[src/rtl/rmca_pkg.sv]
`timescale 1ns / 1ps
`default_nettype none
// ----------------------------------------------------------------------------
// rmca_pkg
// shared types and constants of the region mean and centroid accumulator
// ----------------------------------------------------------------------------
package rmca_pkg;

    localparam logic [1:0] REQ_ACCUM = 2'd0;
    localparam logic [1:0] REQ_QUERY = 2'd1;
    localparam logic [1:0] REQ_CLEAR = 2'd2;

    localparam logic [1:0] CFG_LABEL_MIN    = 2'd0;
    localparam logic [1:0] CFG_REGION_COUNT = 2'd1;
    localparam logic [1:0] CFG_MASK_ENABLE  = 2'd2;
    localparam logic [1:0] CFG_FRAME_COUNT  = 2'd3;

    localparam int SUM_W = 40;
    localparam logic signed [15:0] EMPTY_CENTROID = -16'sd10000;

    typedef struct packed {
        logic [1:0]  req_type;
        logic [15:0] roi_label;
        logic        mask_bit;
        logic [5:0]  frame_index;
        logic signed [15:0] sample_value;
        logic signed [15:0] pos_x;
        logic signed [15:0] pos_y;
        logic signed [15:0] pos_z;
        logic [7:0]  query_region;
    } req_t;

    typedef struct packed {
        logic signed [15:0] mean_value;
        logic signed [15:0] centroid_x;
        logic signed [15:0] centroid_y;
        logic signed [15:0] centroid_z;
        logic [23:0] voxel_count;
        logic        region_empty;
    } rsp_t;

    // controller to datapath
    typedef struct packed {
        logic load;      // capture item, issue memory reads
        logic write;     // write back accumulate result
        logic clr_step;  // clear one address
        logic div_start;
        logic out_load;
    } cmd_t;

    // datapath to controller
    typedef struct packed {
        logic clr_done;
        logic div_done;
        logic acc_ok;
    } sts_t;

    function automatic logic signed [SUM_W-1:0] sat_add(
        input logic signed [SUM_W-1:0] a, input logic signed [15:0] b);
        logic signed [SUM_W:0] s;
        s = {a[SUM_W-1], a} + {{(SUM_W-15){b[15]}}, b};
        if (s[SUM_W] != s[SUM_W-1])
            return s[SUM_W] ? {1'b1, {(SUM_W-1){1'b0}}} : {1'b0, {(SUM_W-1){1'b1}}};
        return s[SUM_W-1:0];
    endfunction

endpackage
`default_nettype wire

[src/rtl/rmca_ctrl.sv]
`timescale 1ns / 1ps
`default_nettype none
// ----------------------------------------------------------------------------
// rmca_ctrl
// request sequencer: clear sweep, accumulate read/write, query divide
// ----------------------------------------------------------------------------
module rmca_ctrl (
    input  wire logic clk,
    input  wire logic rst_n,
    input  wire logic in_valid,
    output logic      in_ready,
    input  wire logic [1:0] req_type,
    output logic      out_valid,
    input  wire logic out_ready,
    output rmca_pkg::cmd_t cmd,
    input  wire rmca_pkg::sts_t sts
);
    localparam logic [2:0] ST_CLEAR = 3'd0;
    localparam logic [2:0] ST_IDLE  = 3'd1;
    localparam logic [2:0] ST_WRITE = 3'd2;
    localparam logic [2:0] ST_DIV0  = 3'd3;
    localparam logic [2:0] ST_DIV   = 3'd4;
    localparam logic [2:0] ST_OUT   = 3'd5;

    logic [2:0] state_reg, state_next;
    logic out_valid_reg, out_valid_next;
    logic take;

    assign out_valid = out_valid_reg;
    // a query may enter while the previous result waits, but results only load once taken
    assign in_ready = (state_reg == ST_IDLE);
    assign take = in_valid && in_ready;

    always_comb
    begin
        state_next = state_reg;
        out_valid_next = out_valid_reg && !out_ready;
        cmd = '0;
        case (state_reg)
            ST_CLEAR:
            begin
                cmd.clr_step = 1'b1;
                if (sts.clr_done)
                    state_next = ST_IDLE;
            end
            ST_IDLE:
            begin
                if (take)
                begin
                    cmd.load = 1'b1;
                    case (req_type)
                        rmca_pkg::REQ_ACCUM: state_next = ST_WRITE;
                        rmca_pkg::REQ_QUERY: state_next = ST_DIV0;
                        rmca_pkg::REQ_CLEAR: state_next = ST_CLEAR;
                        default:             state_next = ST_IDLE;
                    endcase
                end
            end
            ST_WRITE:
            begin
                cmd.write = 1'b1;
                state_next = ST_IDLE;
            end
            ST_DIV0:
            begin
                cmd.div_start = 1'b1;
                state_next = ST_DIV;
            end
            ST_DIV:
            begin
                if (sts.div_done)
                    state_next = ST_OUT;
            end
            ST_OUT:
            begin
                if (!out_valid_reg || out_ready)
                begin
                    cmd.out_load = 1'b1;
                    out_valid_next = 1'b1;
                    state_next = ST_IDLE;
                end
            end
            default: state_next = ST_IDLE;
        endcase
    end

    always_ff @(posedge clk or negedge rst_n)
    begin
        if (!rst_n)
        begin
            state_reg <= ST_CLEAR;
            out_valid_reg <= 1'b0;
        end
        else
        begin
            state_reg <= state_next;
            out_valid_reg <= out_valid_next;
        end
    end

    assert property (@(posedge clk) disable iff (!rst_n)
        cmd.out_load |=> out_valid)
        else $error("result loaded but not shown");
    assert property (@(posedge clk) disable iff (!rst_n)
        (out_valid && !out_ready) |=> out_valid)
        else $error("result dropped under stall");
    assert property (@(posedge clk) disable iff (!rst_n)
        (state_reg == ST_WRITE) |-> $past(take))
        else $error("write back without item");
endmodule
`default_nettype wire

[config.mk]
export PLATFORM = sky130hd
export DESIGN_NAME = rmca_ctrl
export DESIGN_NICKNAME = d
export VERILOG_FILES = /design/src/rtl/rmca_pkg.sv /design/src/rtl/rmca_ctrl.sv
export SDC_FILE = /design/constraint.sdc
export NUM_CORES = 1
export LEC_CHECK = 0
export BUFFER_PORTS_ARGS = -buffer_cell sky130_fd_sc_hd__buf_2
export CAP_MARGIN = 40
export CORE_AREA = 2 2 39 41
export CTS_BUF_LIST = sky130_fd_sc_hd__clkbuf_4
export DETAILED_ROUTE_END_ITERATION = 10
export DIE_AREA = 0 0 41 43
export GPL_TIMING_DRIVEN = 0
export PLACE_DENSITY = 0.42
export REMOVE_ABC_BUFFERS = 1
export SYNTH_ARGS = -nofsm -noshare
export SYNTH_HDL_FRONTEND = slang
export SYNTH_SLANG_ARGS = --single-unit
[constraint.sdc]
create_clock -name clk -period 1.8 [get_ports clk]
set_clock_uncertainty 0.05 [all_clocks]
set_input_delay 0.09 -clock clk [delete_from_list [all_inputs] [get_ports clk]]
set_output_delay 0.09 -clock clk [all_outputs]
set_load 0.02 [all_outputs]
# Word-level counts from Yosys, hierarchy flattened
# Cells that the tools add are included.
# totals
input_bits	9
wordCells	36
register_bits	4
# classes
n_reduce_logical	8
mux	15
n_eq_ne	11
# op_table
cell	n
one-hot mux 3 bit (5 select lines)	1
2-to-1 mux 3 bit	4
2-to-1 mux 1 bit	9
equality test 3 x 2 -> 1 bit, second input constant	2
equality test 3 bit, second input constant	2
!= test 2 bit, second input constant	3
one-hot mux 2 bit (3 select lines)	1
AND reduction 4 bit	1
equality test 3 x 1 -> 1 bit, second input constant	1
logical NOT 3 bit	1
equality test 2 x 1 -> 1 bit, second input constant	1
equality test 2 bit, second input constant	1
logical AND 1 bit	2
logical NOT 1 bit	2
logical NOT 2 bit	1
!= test 2 x 1 -> 1 bit, second input constant	1
logical OR 1 bit	1

# Depth between registers and ports, before layout
# depth
word_depth	4
depth_mapped	4
ltp_nobuf	3

# Worst setup path before layout
# No wires, ideal clock.
# synth_path
path_type	reg-to-reg
start	register state_reg[2]
end	register state_reg[1]
synth_period_minus_slack_ns	1.326
path_buffers	1
t_arrival_ns	1.211
slack_ns	0.474
stages_incl_launch_ff	5
required_time_ns	1.685
path_cell_list	dfrtp_1 -> buf_6 -> nor3b_2 -> and2_4 -> and2b_1
# synth_between
elab_chain_len	4
word_cells_on_any_way	12
# synth_rtl
item	line	text
start: declaration	rmca_ctrl.sv:25	logic [2:0] state_reg, state_next;
start signal: assignment	rmca_ctrl.sv:96	state_reg <= state_next;
equality test 3 x 1 -> 1 bit (*)	rmca_ctrl.sv:31	assign in_ready = (state_reg == ST_IDLE);
named net in_ready	rmca_ctrl.sv:11	output logic in_ready,
logical AND 1 bit	rmca_ctrl.sv:32	assign take = in_valid && in_ready;
!= test 2 x 1 -> 1 bit (no line)	--	
AND reduction 4 bit (no line)	--	
# The timed path passes the listed nets; every way through them passes the cells marked *.
# A chain may end at the register's enable or synchronous reset.

==> reports/results.ini <==
[die]
io_pins = 16
die_area_um2 = 1763
die_w_um = 41
die_height_um = 43
initial_core_util_pct = 17.36
core_um2 = 1384
num_rows = 14

[timing]
timing.final.ws_setup_ns = 0.4205
relSlewSlack_pct = 79.92
rsz0062_at_grt = no
report.final.slew_viol_count = 0
fmax_mhz = 724.9
finalSetupTns_ns = 0
finalHoldViolCount = 0
setup_violations = 0
fin_crit_sh_pct = 76.64
tightestPinTransition_ns = 0.3011
period_minus_slack_ns = 1.379

[yosys]
synth-edff-count = 0
synth_xor_area_share_pct = 0
syn-cell-area_um2 = 240.2
synth.largest_area_cell = dfrtp_1
synth_cells = 24
synthMuxAreaShare_pct = 4.167
yosysMostFrequentCell = dfrtp_1
yosys.area.top_type_share_pct = 41.67
ys_warn_count = 0
synth_top_family_by_area = simple AND/OR/NAND/NOR gates
yosys.area_share.simple_pct = 35.42
post_synth_main_area_contributors = dfrtp_1, nor3b_2, buf_6, mux2i_1, and2_4
yosys.cell_types.count = 18
synth_top_flop_cell = dfrtp_1
synth_compound_area_share_pct = 10.94
yosysSeqAreaShare_pct = 41.67
yosys.area_share.adder_pct = 0
synth.top_cells.by_count = dfrtp_1, inv_1, nor2_1, nor3b_2
synthArstFlopShare_pct = 100.0
synth.avg_cell_area_um2 = 10.01
ys_ff_latch = 4

[setup_path]
crit_path_end_kind = output port
crit_path_max_fanout = 8
crit_buf_inv = 1
max_stage_delay_ns = 0.47
worst_ep_required_time_ns = 1.66
worstSetupPathType = flip-flop to output port
cpLargestDelayFamily = flip-flops
cp_slowest_cell = dfrtp_1
path_cells = nor3b_2 -> and2_4 -> buf_2
cp-start-kind = flip-flop
r2r-start = state_reg[2]$_DFFE_PN0P_
critical_path_arrival_ns = 1.24
startpoint = state_reg[2]$_DFFE_PN0P_

[clock_tree]
ctsResizeCount = 0
clock-sinks = 4
cts-hold-fix-buffers = 1
cts-buffers-inserted = 3
cts_setup_buffers = 0
cts_max_level = 1
clk_path_buf_depth = 2
cts-root-buf = clkbuf_4
cts_tree = built
path_clk_slew_ns = 0.04
clk_latency_ns = 0.24

[placed_design]
gp_congestion = 0.6482
pre_cts_ws_ns = 0.6712
place_inst = 53
place.port_buffers = 14

[run]
drv_cap = 0

[hold_path]
min_path_type = input pin to flip-flop
worstHoldStart = req_type[1]

[outcome]
outcome = completed

[routing]
drc = 0
drt_iter0_markers = 0
avgRoutedWirePerCell_um = 8.789
ant_nets = 0
dr.pass1.iters = 1
vias = 212
routed_wl_um = 501
viasPerCell = 3.719

[power_and_ir_drop]
vdd_ir_drop_max_mv = 0.6702
power.density_nw_per_um2 = 1537
p_total_w = 0.0005405
leakagePower_nw = 0.1916

[finish]
largest_reg_flops = 3
stdcell_count = 57
syn_to_final_growth_pct = 46.35
drive_gt1_share_pct = 48.78
n_antenna_cell = 0
fin_nets = 52

[global_route]
grt_antenna_before_repair = 0
grt-ovfl-total = 0
grt_max_degree = 9
grt_pass1_vias = 183
grt_pass1_wl_um = 821
track_usage_pct = 7.739

[routing by layer]
metal | share of wire (%) | vias to the layer above | GRT usage (%) | wire length (um)
met5 | 0 | - | 0 | 0
met4 | 0 | 0 | 6.000 | 0
met3 | 11 | 0 | 6.283 | 54
met2 | 42 | 12 | 8.125 | 208
met1 | 48 | 85 | 9.677 | 238
li1 | - | 115 | - | -
[cells by family (layout without fill, tap and decap cells)]
group,Yosys count,count (layout)
AOI/OAI and AO/OA,4,4
and+or+nand+nor,12,12
DFF,4,4
buffers and inverters,3,20
muxes,1,1
[through the flow]
stage | util, % | hold slack [ns] | cell area, um2
6_report | 25.41 | 0.07848 | 351.6
5_1_grt | 25.41 | 0.06202 | 351.6
4_1_cts | 25.41 | 0.07183 | 351.6
3_5_place_dp | 23.06 | -0.1504 | 319.1
3_3_place_gp | 23.06 | -0.1521 | 319.1
2_1_floorplan | - | -0.2556 | 229.0
[worst paths after layout]
path / slack, ns / end / cells past startpoint
max in group asynchronous: 1.44 / state_reg[1]$_DFFE_PN0P_ / 2
hold reg to reg: 0.55 / state_reg[2]$_DFFE_PN0P_ / 1
setup reg to reg: 0.73 / state_reg[1]$_DFFE_PN0P_ / 3
hold / removal: 0.08 / state_reg[1]$_DFFE_PN0P_ / 2
setup / recovery: 0.42 / cmd[4] / 3
min in group asynchronous: 0.14 / out_valid$_DFF_PN0_ / 2
[power breakdown]
part           internal [W]  leakage (nW)  total, W  switching, W
clock network     0.0000748        0.0138  0.000114     0.0000392
registers          0.000123        0.0511  0.000171     0.0000477
logic              0.000113         0.127  0.000256      0.000143
total              0.000311         0.192  0.000540      0.000230
[final cells by class]
| cell class | count | area [um2] |
|---|---|---|
| Fill cell | 151 | 1032 |
| Multi-Input combinational cell | 17 | 121.4 |
| Sequential cell | 4 | 100.1 |
| Timing Repair Buffer | 15 | 80.08 |
| Clock buffer | 3 | 22.52 |
| Tap cell | 16 | 20.02 |
| Inverter | 2 | 7.507 |
[placed cells by master, fill, tap and decap left out, types with 2 or more instances in the layout]
master and count:
inv_1 2, clkbuf_4 3, nor2_1 2, nor3b_2 2
dfrtp_1 4, buf_2 14
Power figures use the tool's default switching activity.
